===== src/pair_id_assigner_core_macros.svh =====
// Assertion macros for the pair id assigner.
// Included by pair_id_assigner_core.sv; no other dependencies.
`ifndef PAIR_ID_ASSIGNER_CORE_MACROS_SVH
`define PAIR_ID_ASSIGNER_CORE_MACROS_SVH

// Property that must hold on every clock outside reset.
`define PIA_ASSERT(label, clk, rst_n, prop, msg) \
  label: assert property (@(posedge clk) disable iff (!rst_n) (prop)) \
    else $error(msg);

// Condition that must hold in the clock after the trigger.
`define PIA_ASSERT_NEXT(label, clk, rst_n, trig, cons, msg) \
  label: assert property (@(posedge clk) disable iff (!rst_n) (trig) |=> (cons)) \
    else $error(msg);

`endif


===== src/pia_pkg.sv =====
// Shared types and constants for the pair id assigner.
// No dependencies.
`default_nettype none

package pia_pkg;

  localparam int unsigned MAX_PAIRS_DEF = 256;
  localparam int unsigned NODE_BITS_DEF = 16;
  localparam int unsigned NODE_W        = 16;
  localparam int unsigned LINK_ID_W     = 9;

  localparam logic FUNC_ASSIGN = 1'b0;
  localparam logic FUNC_PEEK   = 1'b1;

  typedef struct packed {
    logic              func;
    logic [NODE_W-1:0] from_node;
    logic [NODE_W-1:0] to_node;
  } in_t;

  typedef struct packed {
    logic [LINK_ID_W-1:0] link_id;
    logic                 found;
    logic                 table_full;
  } out_t;

  typedef enum logic [1:0] {
    ST_IDLE,
    ST_SCAN,
    ST_RESOLVE
  } state_e;

  typedef struct packed {
    logic load;
    logic scan;
    logic emit;
  } cmd_t;

  typedef struct packed {
    logic hit;
    logic miss;
    logic out_busy;
  } sts_t;

endpackage

`default_nettype wire


===== src/pia_ctrl.sv =====
// Sequencer for the pair id assigner: accept, scan, resolve.
// Depends on pia_pkg.
`default_nettype none

module pia_ctrl (
  input  wire logic          clk_i,
  input  wire logic          rst_ni,
  input  wire logic          in_valid_i,
  output logic               in_stall_o,
  input  wire logic          out_stall_i,
  input  wire pia_pkg::sts_t sts_i,
  output pia_pkg::cmd_t      cmd_o
);

  pia_pkg::state_e state_q, state_d;
  logic            out_free;

  assign out_free = !sts_i.out_busy || !out_stall_i;

  always_comb begin
    state_d = state_q;
    case (state_q)
      pia_pkg::ST_IDLE: begin
        if (in_valid_i) state_d = pia_pkg::ST_SCAN;
      end
      pia_pkg::ST_SCAN: begin
        if (sts_i.hit || sts_i.miss) state_d = pia_pkg::ST_RESOLVE;
      end
      pia_pkg::ST_RESOLVE: begin
        if (out_free) state_d = pia_pkg::ST_IDLE;
      end
      default: state_d = pia_pkg::ST_IDLE;
    endcase
  end

  always_comb begin
    cmd_o      = '0;
    in_stall_o = 1'b1;
    case (state_q)
      pia_pkg::ST_IDLE: begin
        in_stall_o = 1'b0;
        cmd_o.load = in_valid_i;
      end
      pia_pkg::ST_SCAN: begin
        cmd_o.scan = 1'b1;
      end
      pia_pkg::ST_RESOLVE: begin
        cmd_o.emit = out_free;
      end
      default: begin
        cmd_o = '0;
      end
    endcase
  end

  always_ff @(posedge clk_i or negedge rst_ni) begin
    if (!rst_ni) begin
      state_q <= pia_pkg::ST_IDLE;
    end else begin
      state_q <= state_d;
    end
  end

endmodule

`default_nettype wire


===== config.mk =====
export PLATFORM = sky130hd
export DESIGN_NAME = pia_ctrl
export DESIGN_NICKNAME = d
export VERILOG_FILES = /design/src/pair_id_assigner_core_macros.svh /design/src/pia_pkg.sv /design/src/pia_ctrl.sv
export SDC_FILE = /design/constraint.sdc
export NUM_CORES = 1
export LEC_CHECK = 0
export BUFFER_PORTS_ARGS = -buffer_cell sky130_fd_sc_hd__buf_2
export CELL_PAD_IN_SITES_DETAIL_PLACEMENT = 1
export CELL_PAD_IN_SITES_GLOBAL_PLACEMENT = 1
export CORE_AREA = 2 2 39 41
export CTS_CLUSTER_DIAMETER = 200
export DETAILED_ROUTE_END_ITERATION = 10
export DIE_AREA = 0 0 41 43
export GPL_ROUTABILITY_DRIVEN = 1
export PLACE_DENSITY_LB_ADDON = 0.05
export SKIP_CTS_REPAIR_TIMING = 1
export SYNTH_ARGS = -nofsm -noshare
export SYNTH_HDL_FRONTEND = slang
export SYNTH_SLANG_ARGS = --single-unit

===== constraint.sdc =====
create_clock -name clk_i -period 0.8 [get_ports clk_i]
set_clock_uncertainty 0.05 [all_clocks]
set_input_delay 0.04 -clock clk_i [delete_from_list [all_inputs] [get_ports clk_i]]
set_output_delay 0.04 -clock clk_i [all_outputs]
set_load 0.005 [all_outputs]

==> results.toml, run 1 <==
[routing]
wirelength_um = 365
avgViaCountPerCell = 3.24
ant_nets = 0
firstDrtPassIters = 2
num_vias = 136
post_drt_wl_per_cell_um = 8.69
drc_errors = 0
drt_first_iter_violations = 2

[setup_path]
slowest_delay_ns = 0.43
worst_setup_path_start_kind = "flip-flop"
arrival_ns = 1.00
critPathMaxFanout = 4
worst_path_dominant_cell_family = "flip-flops"
crit_chain = "nand2b_2, inv_2, buf_2"
path_class = "flip-flop to output port"
critPathSlowestCell = "dfrtp_2"
required_ns = 0.71
cp_num_buf_inv = 2
end_kind = "output port"

[global_route]
antenna_found_initial = 0
grt-ovfl-total = 0
grt_use_total_pct = 5.12
grt_pass1_wl_um = 503
grt_max_degree = 5
grt_pass1_vias = 137

[clock_network]
htreeDepth = 1
cts_tree = "built"
clockBufferDepth = 2
cts_root_buffer = "clkbuf_4"
worstSkewPairLatency_ns = 0.22
clkSlewWorstSetupHoldPaths_ns = 0.03
clock_sinks = 2
cts_buffers = 3

[synthesis]
synthAdderAreaFrac_pct = 0
synthesis.nets = 20
synthSimpleGateAreaFrac_pct = 34.0
synth_area_um2 = 121
synth.area.top_cells = "dfrtp_1, nor3b_2, nand2b_2"
yosysSeqAreaShare_pct = 41.2
yosysTopAreaCell = "dfrtp_1"
yosys_warnings = 0
synth_mux_area_share_pct = 0
synth_top_area_share_pct = 41.2
ys_ff_latch = 2
synth_top_family_by_area = "simple AND/OR/NAND/NOR gates"
synth.avg_cell_area_um2 = 9.34
syn_inst = 13
synth_compound_area_share_pct = 15.5
netlist-cell-type-count = 12
synth_xor_area_share_pct = 0

[place]
dpl.cell_count = 38
gp_congestion = 0.532
dpl.hpwl_um = 292
placed_area_um2 = 184
portBuffers = 10

[die]
dieArea_um2 = 1760
core_um2 = 1380
die_h_um = 43
rows = 14
die_w_um = 41
io_pins = 11
initial_utilization_pct = 8.77

[pwr]
clockPowerShare_pct = 33.6
p_sw_share_pct = 31.3
p_leak_nw = 0.122
power_density_nw_per_um2 = 2880
pwr-share-comb_pct = 37.6
ir_drop_v = 0.000725
seqPwrFrac_pct = 28.8
power.internal_mw = 0.453
switchingPower_mw = 0.206

[finish]
area_growth_pct = 88.7
nets = 35
top_regs = "state_q x2"
post-route-cell-area_um2 = 229
largest_reg_flops = 2
stdcell_count = 42
diodes = 0
top_register = "state_q"
drive_gt1_share_pct = 73.1

[timing]
hold_violations = 0
max_slew_margin_pct = 89.9
worst_pin_slew_ns = 0.151
min_period_ns = 1.09
period_share_pct = 137
clock.fmax_mhz = 913
finalSetupViolCount = 6
rsz0062_at_grt = "true"
layout_setup_ws_ns = -0.295
setup_tns_ns = -1.34
drv_slew = 0

[outcome]
violations = "negative setup slack"
status = "complete, but fails checks"

[min_path]
hold_path_class = "input pin to flip-flop"

[flow_run]
cap_violations = 0
[through the flow]
stage	utilization (%)	setup slack, ns	power [mW]	hold slack (ns)
2_1_floorplan	-	-0.0260	0.319	-0.306
3_3_place_gp	13.3	-0.113	0.411	-0.224
3_5_place_dp	13.3	-0.0891	0.404	-0.222
4_1_cts	14.9	-0.329	0.638	-0.463
5_1_grt	16.5	-0.350	0.718	0.0714
6_report	16.5	-0.295	0.659	0.0626
[final timing paths]
| path | to | cells after the start | start | slack, ns |
|---|---|---|---|---|
| min in group asynchronous | state_q[1] | 2 | rst_ni | 0.08 |
| hold reg to reg | state_q[1] | 2 | state_q[0] | 0.57 |
| max in group asynchronous | state_q[1] | 2 | rst_ni | 0.51 |
| setup / recovery | cmd_o[1] | 3 | state_q[1] | -0.29 |
| setup reg to reg | state_q[1] | 2 | state_q[1] | -0.10 |
| hold / removal | state_q[1] | 3 | out_stall_i | 0.06 |
[synth_stat cells (all sizes together)]
library cell / n
a21o: 1
a21oi: 1
buf: 1
dfrtp: 2
inv: 1
nand2: 1
nand2b: 2
nor2: 1
nor3b: 1
o22ai: 1
or2: 1
[metal layers]
layer	wire (µm)	vias up	GRT usage, %
li1	-	69	-
met1	142	62	3.54
met2	191	5	6.56
met3	30	0	5.24
met4	0	0	6.00
met5	0	-	0
[worst min-delay path, delay by kind of cell]
kind / cells / cell delay (ns)
AO/OA/AOI/OAI: 1 / 0.08
AND/OR/NAND/NOR: 1 / 0.05
buffers and inverters: 1 / 0.11
[cell type report]
cell class	instances	area, µm²
Timing Repair Buffer	11	60.1
Inverter	1	3.75
Fill cell	169	1150
Sequential cell	2	51.3
Multi-Input combinational cell	9	71.3
Tap cell	16	20.0
Clock buffer	3	22.5
[placed cells by master, fill, tap and decap left out]
cell / instances
nand2b_2: 1
a21o_1: 1
nand2b_4: 1
nor3b_2: 1
clkbuf_4: 3
or2_1: 1
nand2_1: 1
inv_2: 1
dlygate4sd3_1: 1
a21oi_2: 1
o22ai_1: 1
buf_2: 10
dfrtp_1: 1
dfrtp_2: 1
nor2_1: 1
[cells by family after synthesis]
logic type | Yosys count
buffers and inverters | 2
DFF | 2
and+or+nand+nor | 6
AOI/OAI and AO/OA | 3
[power by group through the flow]
stage / clock network (mW) / logic (mW) / registers (mW)
detailed placement: 0 / 0.227 / 0.176
global placement: 0 / 0.228 / 0.184
global route: 0.245 / 0.276 / 0.198
floorplan: 0 / 0.151 / 0.168
finish: 0.221 / 0.248 / 0.189
CTS: 0.235 / 0.227 / 0.175
(Power assumes the default switching activity.)
==> run 2, diff against run 1 <==
--- a/config.mk
+++ b/config.mk
@@ -14,7 +14,8 @@
 export DIE_AREA = 0 0 41 43
 export GPL_ROUTABILITY_DRIVEN = 1
 export PLACE_DENSITY_LB_ADDON = 0.05
-export SKIP_CTS_REPAIR_TIMING = 1
+export RECOVER_POWER = 50
 export SYNTH_ARGS = -nofsm -noshare
 export SYNTH_HDL_FRONTEND = slang
 export SYNTH_SLANG_ARGS = --single-unit
+export TNS_END_PERCENT = 20
==> results.toml, run 2 (synthesis gave the netlist of run 1 again) <==
[setup_path]
path_class = "flip-flop to output port"
required_ns = 0.71
end_kind = "output port"
critPathMaxFanout = 4
arrival_ns = 0.99
worst_setup_path_start_kind = "flip-flop"

[place]
gp_congestion = 0.532
portBuffers = 10
dpl.hpwl_um = 292
placed_area_um2 = 184
dpl.cell_count = 38

[routing]
drc_errors = 0
wirelength_um = 375
ant_nets = 0
drt_first_iter_violations = 2
post_drt_wl_per_cell_um = 8.72
avgViaCountPerCell = 3.26
num_vias = 140
firstDrtPassIters = 2

[clock_network]
clock_sinks = 2
worstSkewPairLatency_ns = 0.22
htreeDepth = 1
clockBufferDepth = 2
cts_tree = "built"
clkSlewWorstSetupHoldPaths_ns = 0.03
cts_root_buffer = "clkbuf_4"
cts_buffers = 3

[timing]
worst_pin_slew_ns = 0.152
setup_tns_ns = -1.32
layout_setup_ws_ns = -0.277
hold_violations = 0
period_share_pct = 135
finalSetupViolCount = 6
min_period_ns = 1.08
clock.fmax_mhz = 928
rsz0062_at_grt = "true"
max_slew_margin_pct = 89.8
drv_slew = 0
finalHoldWorstSlack_ns = 0.0623

[finish]
drive_gt1_share_pct = 70.4
largest_reg_flops = 2
diodes = 0
fillers = 169
stdcell_count = 43
top_regs = "state_q x2"
nets = 36
final_common_cell = "buf_2"
area_growth_pct = 97.9
post-route-cell-area_um2 = 240
layout_common_cells = "buf_2, clkbuf_4, nand2b_4"
top_register = "state_q"

[global_route]
grt-ovfl-total = 0
grt_pass1_vias = 157
grt_use_total_pct = 5.92
grt_max_degree = 5
grt_pass1_wl_um = 607
antenna_found_initial = 0

[pwr]
p_sw_share_pct = 31.1
power.internal_mw = 0.487
seqPwrFrac_pct = 26.7
power_mw = 0.706
power_density_nw_per_um2 = 2940
ir_drop_v = 0.000713
clockPowerShare_pct = 31.4
switchingPower_mw = 0.219
pwr-share-comb_pct = 41.9
p_leak_nw = 0.127

[die]
initial_utilization_pct = 8.77
die_w_um = 41
dieArea_um2 = 1760
rows = 14
core_um2 = 1380
die_h_um = 43
io_pins = 11

[flow_run]
cap_violations = 0

[outcome]
violations = "negative setup slack"
status = "complete, but fails checks"

[min_path]
hold_path_class = "input pin to flip-flop"
## run 2: cell types whose count changed in the layout (fill, tap and decap cells not counted)
| cell | previous run | this run |
|---|---|---|
| buf_4 | 0 | 1 |
| nand2b_4 | 1 | 2 |
| clkbuf_1 | 0 | 1 |
| nand2b_2 | 1 | 0 |
| buf_2 | 10 | 9 |
## run 2: critical path, stage by stage (launching register included)
cell      delay (ns)
dfrtp_1         0.40
buf_4           0.16
nand2b_4        0.06
inv_2           0.03
buf_2           0.11
## run 2: per-stage QoR
step                util (%)  setup slack, ns
floorplan                  -          -0.0260
global placement        13.3           -0.113
detailed placement      13.3          -0.0891
CTS                     17.5           -0.298
global route            17.4           -0.339
finish                  17.4           -0.277
## run 2: final cells by class
class	instances	area [µm²]	area share, %
clock buffers	3	22.5	9.38
inverters	1	3.75	1.56
multi-input cells	9	76.3	31.8
flip-flops and latches	2	51.3	21.4
well taps	16	20.0	8.33
repair buffers	12	66.3	27.6
## run 2: path summary, 6_finish.rpt
kind / start / endpoint / slack, ns / cells after the start
worst max-delay path: state_q[0] / cmd_o[1] / -0.28 / 4
worst min-delay path: out_stall_i / state_q[1] / 0.06 / 3
worst max register to register: state_q[0] / state_q[0] / -0.16 / 4
worst min register to register: state_q[1] / state_q[1] / 0.58 / 2
max in group asynchronous: rst_ni / state_q[1] / 0.48 / 2
min in group asynchronous: rst_ni / state_q[1] / 0.08 / 2
## run 2: per-layer routing
layer  track usage (%)  wire [µm]  share of wire (%)
met4              6.00          0                  0
met1              4.50        145                 39
met3              5.24         30                8.0
met5                 0          0                  0
met2              8.13        198                 53
## run 2: repair_timing
item                                    in CTS  in global routing
endpoints found under the hold margin        2                  0
resized for setup                            4                  0
endpoints found under the setup margin       6                  6
hold buffers                                 1                  0
buffers inserted                             1                  0
pin swaps                                    0                  0
## run 2: power groups by stage
stage	Clock (mW)	Combinational, mW	Sequential, mW
finish	0.222	0.296	0.189
floorplan	0	0.151	0.168
global route	0.245	0.327	0.199
detailed placement	0	0.227	0.176
CTS	0.235	0.303	0.189
global placement	0	0.228	0.184
